$ cat config.mk
export PLATFORM = sky130hd
export DESIGN_NAME = stable_sorted_priority_queue_flat
export DESIGN_NICKNAME = d
export VERILOG_FILES = /design/src/sspq_pkg.sv /design/src/sspq_if.sv /design/src/stable_sorted_priority_queue.sv /design/src/sspq_cell.sv /design/src/flat_wrapper.sv
export VERILOG_INCLUDE_DIRS = /design/src /design/src/src
export SDC_FILE = /design/constraint.sdc
export NUM_CORES = 2
export LEC_CHECK = 0
export BUFFER_PORTS_ARGS = -buffer_cell sky130_fd_sc_hd__buf_2
export CAP_MARGIN = 20
export CORE_MARGIN = 1
export CORE_UTILIZATION = 64
export CTS_CLUSTER_DIAMETER = 50
export CTS_CLUSTER_SIZE = 20
export DETAILED_ROUTE_END_ITERATION = 10
export GPL_ROUTABILITY_DRIVEN = 0
export GPL_TIMING_DRIVEN = 0
export PLACE_DENSITY = 0.81
export SETUP_SLACK_MARGIN = 0.3
export SLEW_MARGIN = 10
export SYNTH_ARGS = -nofsm -noshare
export SYNTH_HDL_FRONTEND = slang
export SYNTH_HIERARCHICAL = 1
export SYNTH_SLANG_ARGS = --single-unit
export TNS_END_PERCENT = 10
$ cat constraint.sdc
create_clock -name clk -period 5.7 [get_ports clk]
set_input_delay 0.855 -clock clk [delete_from_list [all_inputs] [get_ports clk]]
set_output_delay 0.855 -clock clk [all_outputs]
set_load 0.005 [all_outputs]
$ cat src/assert_macros.svh
// Assertion macros shared by the queue RTL.
// Depends on a signal named clk and an active-high reset named rst in the using scope.
`ifndef ASSERT_MACROS_SVH
`define ASSERT_MACROS_SVH

// Check a property on every clock edge outside reset.
`define SSPQ_ASSERT(label, prop, msg) \
  label: assert property (@(posedge clk) disable iff (rst) prop) else $error(msg);

// Check a property on every clock edge, reset included.
`define SSPQ_ASSERT_ALWAYS(label, prop, msg) \
  label: assert property (@(posedge clk) prop) else $error(msg);

`endif

$ cat src/sspq_pkg.sv
// Shared types, codes and defaults for the stable sorted priority queue.
// No dependencies; the interfaces, the queue top and the cell import it.
package sspq_pkg;

  localparam int CAPACITY_DEF   = 16;
  localparam int PRIO_WIDTH_DEF = 16;
  localparam int DATA_W         = 32;
  localparam int PRIO_IN_W      = 16;
  localparam int STATUS_W       = 2;
  localparam int OCC_W          = 5;

  // Command codes carried on the request channel
  localparam logic CMD_INSERT = 1'b0;
  localparam logic CMD_REMOVE = 1'b1;

  typedef enum logic [STATUS_W-1:0] {
    ST_OK    = 2'd0,
    ST_EMPTY = 2'd1,
    ST_FULL  = 2'd2
  } status_t;

  // What every cell of the chain does at each clock edge
  typedef enum logic [1:0] {
    OP_HOLD,
    OP_INSERT,
    OP_REMOVE
  } cell_op_t;

  typedef struct packed {
    cell_op_t          op;
    logic [DATA_W-1:0] data;
  } cell_ctl_t;

endpackage

$ cat src/sspq_if.sv
// Valid/ready channel interfaces for the queue's request and response.
// Depends on sspq_pkg for the field widths.
interface sspq_req_if import sspq_pkg::*; ();
  logic                 valid;
  logic                 ready;
  logic                 cmd;
  logic [DATA_W-1:0]    data_in;
  logic [PRIO_IN_W-1:0] prio_in;

  modport source (output valid, cmd, data_in, prio_in, input ready);
  modport sink   (input valid, cmd, data_in, prio_in, output ready);
endinterface

interface sspq_rsp_if import sspq_pkg::*; ();
  logic                valid;
  logic                ready;
  logic [DATA_W-1:0]   data_out;
  logic [STATUS_W-1:0] status;
  logic [OCC_W-1:0]    occupancy;

  modport source (output valid, data_out, status, occupancy, input ready);
  modport sink   (input valid, data_out, status, occupancy, output ready);
endinterface

$ cat src/stable_sorted_priority_queue.sv
// Stable sorted priority queue: a chain of CAPACITY cells kept in ascending
// priority order, one request transaction per clock cycle. Each accepted
// transaction yields one response transaction in the next cycle, held in a
// one-deep output register; a new request is taken in the same cycle that the
// previous response leaves, so the sustained rate is one transaction per cycle
// as long as the response side keeps ready high. That rate is set by the
// cells: on an insert every cell compares its priority with the new one in
// parallel and either holds, takes the new entry or takes its left neighbor;
// on a remove every cell takes its right neighbor and the head leaves. Equal
// priorities leave in arrival order. Status is ok, empty (remove from an empty
// queue, handle reads zero) or full (insert dropped, state unchanged);
// occupancy is the count after the transaction. No clearing pass after reset.
// Depends on sspq_pkg, sspq_if, sspq_cell and assert_macros.svh.
`include "assert_macros.svh"

module stable_sorted_priority_queue import sspq_pkg::*; #(
  parameter int CAPACITY   = CAPACITY_DEF,
  parameter int PRIO_WIDTH = PRIO_WIDTH_DEF
) (
  input  logic        clk,
  input  logic        rst,
  sspq_req_if.sink    req,
  sspq_rsp_if.source  rsp
);

  localparam int CNT_W = $clog2(CAPACITY + 1);

  // Chain wiring: one entry per cell
  logic [DATA_W-1:0]     cell_data [CAPACITY];
  logic [PRIO_WIDTH-1:0] cell_prio [CAPACITY];
  logic [CAPACITY-1:0]   cell_after;
  logic [CAPACITY-1:0]   occupied;

  logic [CNT_W-1:0]      count;
  logic [CNT_W-1:0]      count_next;

  logic                  accept;
  logic                  is_insert;
  logic                  is_full;
  logic                  is_empty;
  logic [31:0]           prio_ext;
  logic [PRIO_WIDTH-1:0] new_prio;
  cell_ctl_t             ctl;

  logic                  res_valid;
  logic [DATA_W-1:0]     res_data;
  status_t               res_status;
  logic [OCC_W-1:0]      res_occ;
  logic [DATA_W-1:0]     res_data_next;
  status_t               res_status_next;
  logic [31:0]           count_ext;

  // Take a request whenever the output register is free or being drained;
  // hold off while in reset so no transaction is taken and then dropped
  assign req.ready = !rst && (!res_valid || rsp.ready);
  assign accept    = req.valid && req.ready;

  assign is_insert = (req.cmd == CMD_INSERT);
  assign is_full   = (count == CNT_W'(CAPACITY));
  assign is_empty  = (count == '0);

  // Use only the low PRIO_WIDTH bits of the request's priority
  assign prio_ext = {16'b0, req.prio_in};
  assign new_prio = prio_ext[PRIO_WIDTH-1:0];

  // Broadcast the operation to every cell; drop full inserts and empty removes
  always_comb begin
    ctl.data = req.data_in;
    ctl.op   = OP_HOLD;
    if (accept) begin
      if (is_insert && !is_full) begin
        ctl.op = OP_INSERT;
      end else if (!is_insert && !is_empty) begin
        ctl.op = OP_REMOVE;
      end
    end
  end

  genvar gi;
  generate
    for (gi = 0; gi < CAPACITY; gi++) begin : g_cell
      logic                  l_after;
      logic [DATA_W-1:0]     l_data;
      logic [PRIO_WIDTH-1:0] l_prio;
      logic [DATA_W-1:0]     r_data;
      logic [PRIO_WIDTH-1:0] r_prio;

      // Slots below the count are live
      assign occupied[gi] = (CNT_W'(gi) < count);

      if (gi == 0) begin : g_head
        assign l_after = 1'b1;
        assign l_data  = cell_data[gi];
        assign l_prio  = cell_prio[gi];
      end else begin : g_body
        assign l_after = cell_after[gi-1];
        assign l_data  = cell_data[gi-1];
        assign l_prio  = cell_prio[gi-1];
      end

      if (gi == CAPACITY - 1) begin : g_tail
        assign r_data = cell_data[gi];
        assign r_prio = cell_prio[gi];
      end else begin : g_inner
        assign r_data = cell_data[gi+1];
        assign r_prio = cell_prio[gi+1];
      end

      sspq_cell #(
        .PRIO_WIDTH (PRIO_WIDTH)
      ) u_cell (
        .clk        (clk),
        .ctl        (ctl),
        .new_prio   (new_prio),
        .occupied   (occupied[gi]),
        .left_after (l_after),
        .left_data  (l_data),
        .left_prio  (l_prio),
        .right_data (r_data),
        .right_prio (r_prio),
        .data       (cell_data[gi]),
        .prio       (cell_prio[gi]),
        .after      (cell_after[gi])
      );
    end
  endgenerate

  // Count follows the operation actually applied to the chain
  always_comb begin
    case (ctl.op)
      OP_INSERT: count_next = count + CNT_W'(1);
      OP_REMOVE: count_next = count - CNT_W'(1);
      default:   count_next = count;
    endcase
  end

  // Build the response from the state before the update
  always_comb begin
    res_data_next   = '0;
    res_status_next = ST_OK;
    if (is_insert) begin
      if (is_full) begin
        res_status_next = ST_FULL;
      end
    end else if (is_empty) begin
      res_status_next = ST_EMPTY;
    end else begin
      res_data_next = cell_data[0];
    end
  end

  assign count_ext = 32'(count_next);

  always_ff @(posedge clk) begin
    if (rst) begin
      count     <= '0;
      res_valid <= 1'b0;
    end else begin
      count <= count_next;
      if (accept) begin
        res_valid <= 1'b1;
      end else if (rsp.ready) begin
        res_valid <= 1'b0;
      end
    end
  end

  // Hold the response payload until the next accepted request
  always_ff @(posedge clk) begin
    if (accept) begin
      res_data   <= res_data_next;
      res_status <= res_status_next;
      res_occ    <= count_ext[OCC_W-1:0];
    end
  end

  assign rsp.valid     = res_valid;
  assign rsp.data_out  = res_data;
  assign rsp.status    = res_status;
  assign rsp.occupancy = res_occ;

  // Count never runs past the chain length
  `SSPQ_ASSERT(a_count_bound, count <= CNT_W'(CAPACITY), "entry count exceeds capacity")

  // A full insert reports full and leaves the count alone
  `SSPQ_ASSERT(a_full_drop, (accept && is_insert && is_full) |=> (rsp.valid && rsp.status == ST_FULL && count == $past(count)), "full insert not dropped")

  // A remove from a non-empty queue shrinks the count by one
  `SSPQ_ASSERT(a_remove_count, (accept && !is_insert && !is_empty) |=> (count == $past(count) - CNT_W'(1)), "remove did not shrink count")

  // A remove from an empty queue returns a zero handle with empty status
  `SSPQ_ASSERT(a_empty_remove, (accept && !is_insert && is_empty) |=> (rsp.status == ST_EMPTY && rsp.data_out == '0), "empty remove misreported")

endmodule

$ cat src/sspq_cell.sv
// One slot of the sorted chain: holds a handle and its priority.
// Depends on sspq_pkg; neighbors are wired by the top level.
module sspq_cell import sspq_pkg::*; #(
  parameter int PRIO_WIDTH = PRIO_WIDTH_DEF
) (
  input  logic                  clk,
  input  cell_ctl_t             ctl,
  input  logic [PRIO_WIDTH-1:0] new_prio,
  input  logic                  occupied,
  input  logic                  left_after,
  input  logic [DATA_W-1:0]     left_data,
  input  logic [PRIO_WIDTH-1:0] left_prio,
  input  logic [DATA_W-1:0]     right_data,
  input  logic [PRIO_WIDTH-1:0] right_prio,
  output logic [DATA_W-1:0]     data,
  output logic [PRIO_WIDTH-1:0] prio,
  output logic                  after
);

  logic [DATA_W-1:0]     data_next;
  logic [PRIO_WIDTH-1:0] prio_next;

  // New entry goes behind this slot when it holds an equal or lower priority
  assign after = occupied && (prio <= new_prio);

  always_comb begin
    data_next = data;
    prio_next = prio;
    case (ctl.op)
      OP_INSERT: begin
        if (after) begin
          data_next = data;
          prio_next = prio;
        end else if (left_after) begin
          data_next = ctl.data;
          prio_next = new_prio;
        end else begin
          data_next = left_data;
          prio_next = left_prio;
        end
      end
      OP_REMOVE: begin
        data_next = right_data;
        prio_next = right_prio;
      end
      default: begin
        data_next = data;
        prio_next = prio;
      end
    endcase
  end

  always_ff @(posedge clk) begin
    data <= data_next;
    prio <= prio_next;
  end

endmodule
$ cat src/flat_wrapper.sv
// flat-port wrapper written by rule: the top's interface ports become plain ports
module stable_sorted_priority_queue_flat import sspq_pkg::*;
#(
  parameter int CAPACITY   = CAPACITY_DEF,
  parameter int PRIO_WIDTH = PRIO_WIDTH_DEF
)
  (clk, rst, req_valid, req_cmd, req_data_in, req_prio_in, req_ready, rsp_valid, rsp_data_out, rsp_status, rsp_occupancy, rsp_ready);
  sspq_req_if req_i ();
  sspq_rsp_if rsp_i ();
  input  logic clk;
  input  logic rst;
  input wire logic [$bits(req_i.valid)-1:0] req_valid;
  input wire logic [$bits(req_i.cmd)-1:0] req_cmd;
  input wire logic [$bits(req_i.data_in)-1:0] req_data_in;
  input wire logic [$bits(req_i.prio_in)-1:0] req_prio_in;
  output wire logic [$bits(req_i.ready)-1:0] req_ready;
  output wire logic [$bits(rsp_i.valid)-1:0] rsp_valid;
  output wire logic [$bits(rsp_i.data_out)-1:0] rsp_data_out;
  output wire logic [$bits(rsp_i.status)-1:0] rsp_status;
  output wire logic [$bits(rsp_i.occupancy)-1:0] rsp_occupancy;
  input wire logic [$bits(rsp_i.ready)-1:0] rsp_ready;
  assign req_i.valid = req_valid;
  assign req_i.cmd = req_cmd;
  assign req_i.data_in = req_data_in;
  assign req_i.prio_in = req_prio_in;
  assign req_ready = req_i.ready;
  assign rsp_valid = rsp_i.valid;
  assign rsp_data_out = rsp_i.data_out;
  assign rsp_status = rsp_i.status;
  assign rsp_occupancy = rsp_i.occupancy;
  assign rsp_i.ready = rsp_ready;
  stable_sorted_priority_queue #(.CAPACITY(CAPACITY), .PRIO_WIDTH(PRIO_WIDTH)) u_core (.clk(clk), .rst(rst), .req(req_i), .rsp(rsp_i));
endmodule
After elaboration in Yosys (flattened, before gate mapping) --
Index checks and enable logic that the tools add are counted.
Word-level totals: word-level logic and storage cells 235, flip-flop bits (word level) 813
Operators by class: bitwise logic cells 2, equal/unequal tests 18, add/sub/neg operators 2, multiplexer cells 99, reduce and logical (&&, ||, !) cells 45, $lt $le $gt $ge 32
Operators by type and width (count):
- two-way mux 32 bit | 30
- one-hot mux 32 bit (2 select lines) | 15
- two-way mux 16 bit | 30
- one-hot mux 16 bit (2 select lines) | 15
- less-or-equal comparator 16 bit | 16
- < comparator 4 x 5 -> 1 bit, first input constant | 8
- AND reduction 2 bit | 16
- != test 2 bit, second input constant | 15
- logical AND 1 bit | 20
- < comparator 3 x 5 -> 1 bit, first input constant | 4
- < comparator 1 x 5 -> 1 bit, first input constant | 2
- < comparator 2 x 5 -> 1 bit, first input constant | 2
- two-way mux 2 bit | 5
- one-hot mux 5 bit (2 select lines) | 1
- adder 5 x 1 -> 5 bit, second input constant | 1
- equality test 5 bit, second input constant | 1
- zero test 5 bit | 1
- subtractor 5 x 1 -> 5 bit, second input constant | 1
- zero test 1 bit | 4
- nonzero test 2 bit | 2
- two-way mux 1 bit | 3
- equality test 2 x 1 -> 1 bit, second input constant | 1
- equality test 2 bit, second input constant | 1
- inverter 1 bit | 2
- other kinds (2) | 2

Logic depth before layout (Yosys ltp) --
word-level depth 9, mapped depth 13

Modules after synthesis --
The synthesis kept the hierarchy.
Modules (own cells, without submodules):
- sspq_cell at u_core.g_cell[0].u_cell ... | seq. area each 1441.4 um^2, instances 12, cells an instance 271, area each 2867.8 um^2
- sspq_cell at u_core.g_cell[6].u_cell ... | seq. area each 1441.4 um^2, instances 4, cells an instance 271, area each 2870.3 um^2
- stable_sorted_priority_queue | seq. area each 1291.2 um^2, instances 1, cells an instance 172, area each 2077.0 um^2

Least setup slack after synthesis --
No wires, ideal clock.
kind in2reg, from input port rsp_ready, to register u_core.g_cell[0].u_cell.data[0] (enable), path slack 0.980 ns, stages 8, arrival 4.304 ns, library setup time 0.416 ns, path through nand2b_1 -> nand3_1 -> inv_1 -> and2_1 -> nor2b_1 -> buf_2 -> buf_2 -> a311o_1
RTL lines:
- from (decl) | RTL line flat_wrapper.sv:21 | input wire logic [$bits(rsp_i.ready)-1:0] rsp_ready;
- to (signal assigned) | RTL line sspq_cell.sv:54 | data <= data_next;
- to (decl) | RTL line sspq_cell.sv:15 | output logic [DATA_W-1:0] data,

==> results.json <==
{
  "setup_tns_ps": 0,
  "regToRegStartpoint": "u_core/count[0]",
  "viasPerCell": 6.10,
  "dp_hpwl_mm": 90.9,
  "post_cts_resized": 0,
  "cp-endpoint": "u_core/g_cell[15].u_cell/data[4]",
  "grt_overflow_total": 0,
  "swShare": 0.249,
  "final_hold_viol_count": 0,
  "die-area_um2": 76000,
  "grt_max_degree": 42,
  "clock_sinks": 813,
  "r2r_slack_ps": 1560,
  "cts_buffers": 95,
  "cp.required_ps": 6030,
  "cts_buffer_depth": 3,
  "worstSetupPathType": "register to register",
  "p_clk_frac": 0.438,
  "drive_above_1_share": 0.100,
  "fp.dieW_um": 276,
  "max_cap_viol_count": 0,
  "max_freq_ghz": 0.242,
  "vias": 35200,
  "cp-startpoint": "u_core/count[0]",
  "syn_area_um2": 48000,
  "synth.net_count": 4822,
  "p_int_mw": 10.8,
  "whs_ps": 419,
  "cp_max_fo": 35,
  "power_switching_mw": 3.57,
  "layout_setup_ws_ps": 1560,
  "status": "finished, final reports clean",
  "clk_pin_slew_worst_paths_ps": 60,
  "setup_viol": 0,
  "grt_pass1_wl_mm": 182,
  "worst_slew_pin_slew_ps": 1360,
  "io_pins": 94,
  "fin_cells": 5770,
  "slew_viol_final": 0,
  "p_seq_frac": 0.491,
  "p_total_mw": 14.3,
  "area_growth_pct": 11.2,
  "syn_inst": 4507,
  "timing.final.crit_period_ps": 4140,
  "power-per-cell-area_nw_per_um2": 269,
  "hp-class": "input port to register",
  "fin_crit_sh": 0.726,
  "post-cts-setup-buffers": 0,
  "dp.cells": 5587,
  "ant_nets": 0,
  "r2r_cells": 12,
  "relSlewSlack": 0.0856,
  "synth_area_per_cell_um2": 10.6,
  "grt_usage": 0.306,
  "remaining_drc_errors": 0,
  "pre_cts_ws_ps": 1270,
  "initial_core_util": 0.645,
  "cts_tree": "yes",
  "leakagePower_nw": 18.1,
  "cts_hold_buffers": 0,
  "routed_wl_mm": 118,
  "core_um2": 74300,
  "critPathCaptureType": "register",
  "worst_r2r_endpoint": "u_core/g_cell[15].u_cell/data[4]",
  "grt_pass1_vias": 34000,
  "clk_latency_ps": 660,
  "ys.warnings.count": 6,
  "grt_setup_unrepaired": "no",
  "worst_setup_path_start_kind": "register",
  "h-tree-depth": 3,
  "die_y_um": 276,
  "drt_iter0_drc": 3644,
  "layout.nets": 5030,
  "p_comb_frac": 0.071,
  "io_buffers": 93,
  "ir_drop_mv": 0.299,
  "grt_antenna_before_repair": 6,
  "routedWlPerCell_um": 20.4,
  "rows": 100,
  "cp.arrival_ps": 4470,
  "dr.pass1.iters": 6,
  "fin_skew_ps": 31.5,
  "cts-root-buf": "clkbuf_16"
}
-- worst max-delay path, stage by stage, from the launching register on --
cell and delay [ps]:
dfxtp_1 380, buf_2 220, inv_1 170, ha_1 250, or3b_4 250, o21a_4 190
buf_6 170, and2_2 750, nor2b_1 220, buf_2 220, buf_2 290, a311o_2 410
buf_12 260
-- worst min path at each step --
stage / from / to / cells past startpoint
after CTS: req_valid / u_core/rsp.valid / 3
after global routing: req_valid / u_core/rsp.valid / 3
final: req_valid / u_core/rsp.valid / 3
after global placement: u_core/g_cell[15].u_cell/data[11] / u_core/g_cell[15].u_cell/data[11] / 2
after detailed placement: u_core/g_cell[15].u_cell/data[21] / u_core/g_cell[14].u_cell/data[21] / 2
after floorplan: u_core/g_cell[1].u_cell/data[0] / u_core/g_cell[0].u_cell/data[0] / 2
-- area by class of cell --
type                       instances  area [um^2]
timing repair buffer             111          801
multi-input combinational       3133        21300
clock buffer                     106         2480
antenna                            4         10.0
tap                              969         1210
clock inverter                    73          818
inverter                         281         1050
sequential                       813        24400
buffer                           280         1330
fill                            5237        21000
-- sequential cells by signal (all words and copies together) (netlist names) --
| register | count |
|---|---|
| u_core/g_cell.u_cell/prio | 256 |
| u_core/rsp.occupancy | 5 |
| u_core/g_cell.u_cell/data | 512 |
| u_core/rsp.status | 2 |
| u_core/rsp.valid | 1 |
| u_core/rsp.data_out | 32 |
| u_core/count | 5 |
-- power by group through the flow --
stage | clock (mW) | sequential, mW | combinational, mW
2_1_floorplan | 0 | 7.10 | 0.626
3_3_place_gp | 0 | 7.17 | 0.890
3_5_place_dp | 0 | 7.17 | 0.983
4_1_cts | 6.34 | 7.04 | 0.995
5_1_grt | 6.57 | 7.07 | 1.13
6_report | 6.29 | 7.05 | 1.01
-- through the flow --
step	instance area (um^2)	util
final	53300	0.717
after global routing	53300	0.717
after CTS	53300	0.717
after detailed placement	50000	0.673
after global placement	49600	0.668
after floorplan	48000	-
-- cell usage in the layout, fill, tap and decap left out, drive strengths merged, types with 4 or more instances in the layout --
master,count
a21oi,116
a2111o,16
ha,262
nor2b,51
a21boi,15
mux2i,770
inv,312
buf,246
o21ai,810
clkinvlp,5
nand2,848
a21o,32
diode,4
nor2,22
clkinv,31
clkbuf,251
and2,34
a311o,16
nand3,34
a211oi,18
nand4,49
edfxtp,807
nor3,19
bufinv,6
dfxtp,6
-- per-layer routing --
metal  vias up  part of all wire  GRT usage  wire, um
li1      16700                 -          -         -
met1     16700              0.43      0.414     50100
met3       259             0.071     0.0425      8340
met5         -           0.00022          0        26
met2      1525              0.47      0.504     55500
met4         4             0.032      0.110      3720
No activity file was read; power rests on OpenSTA's default activity.
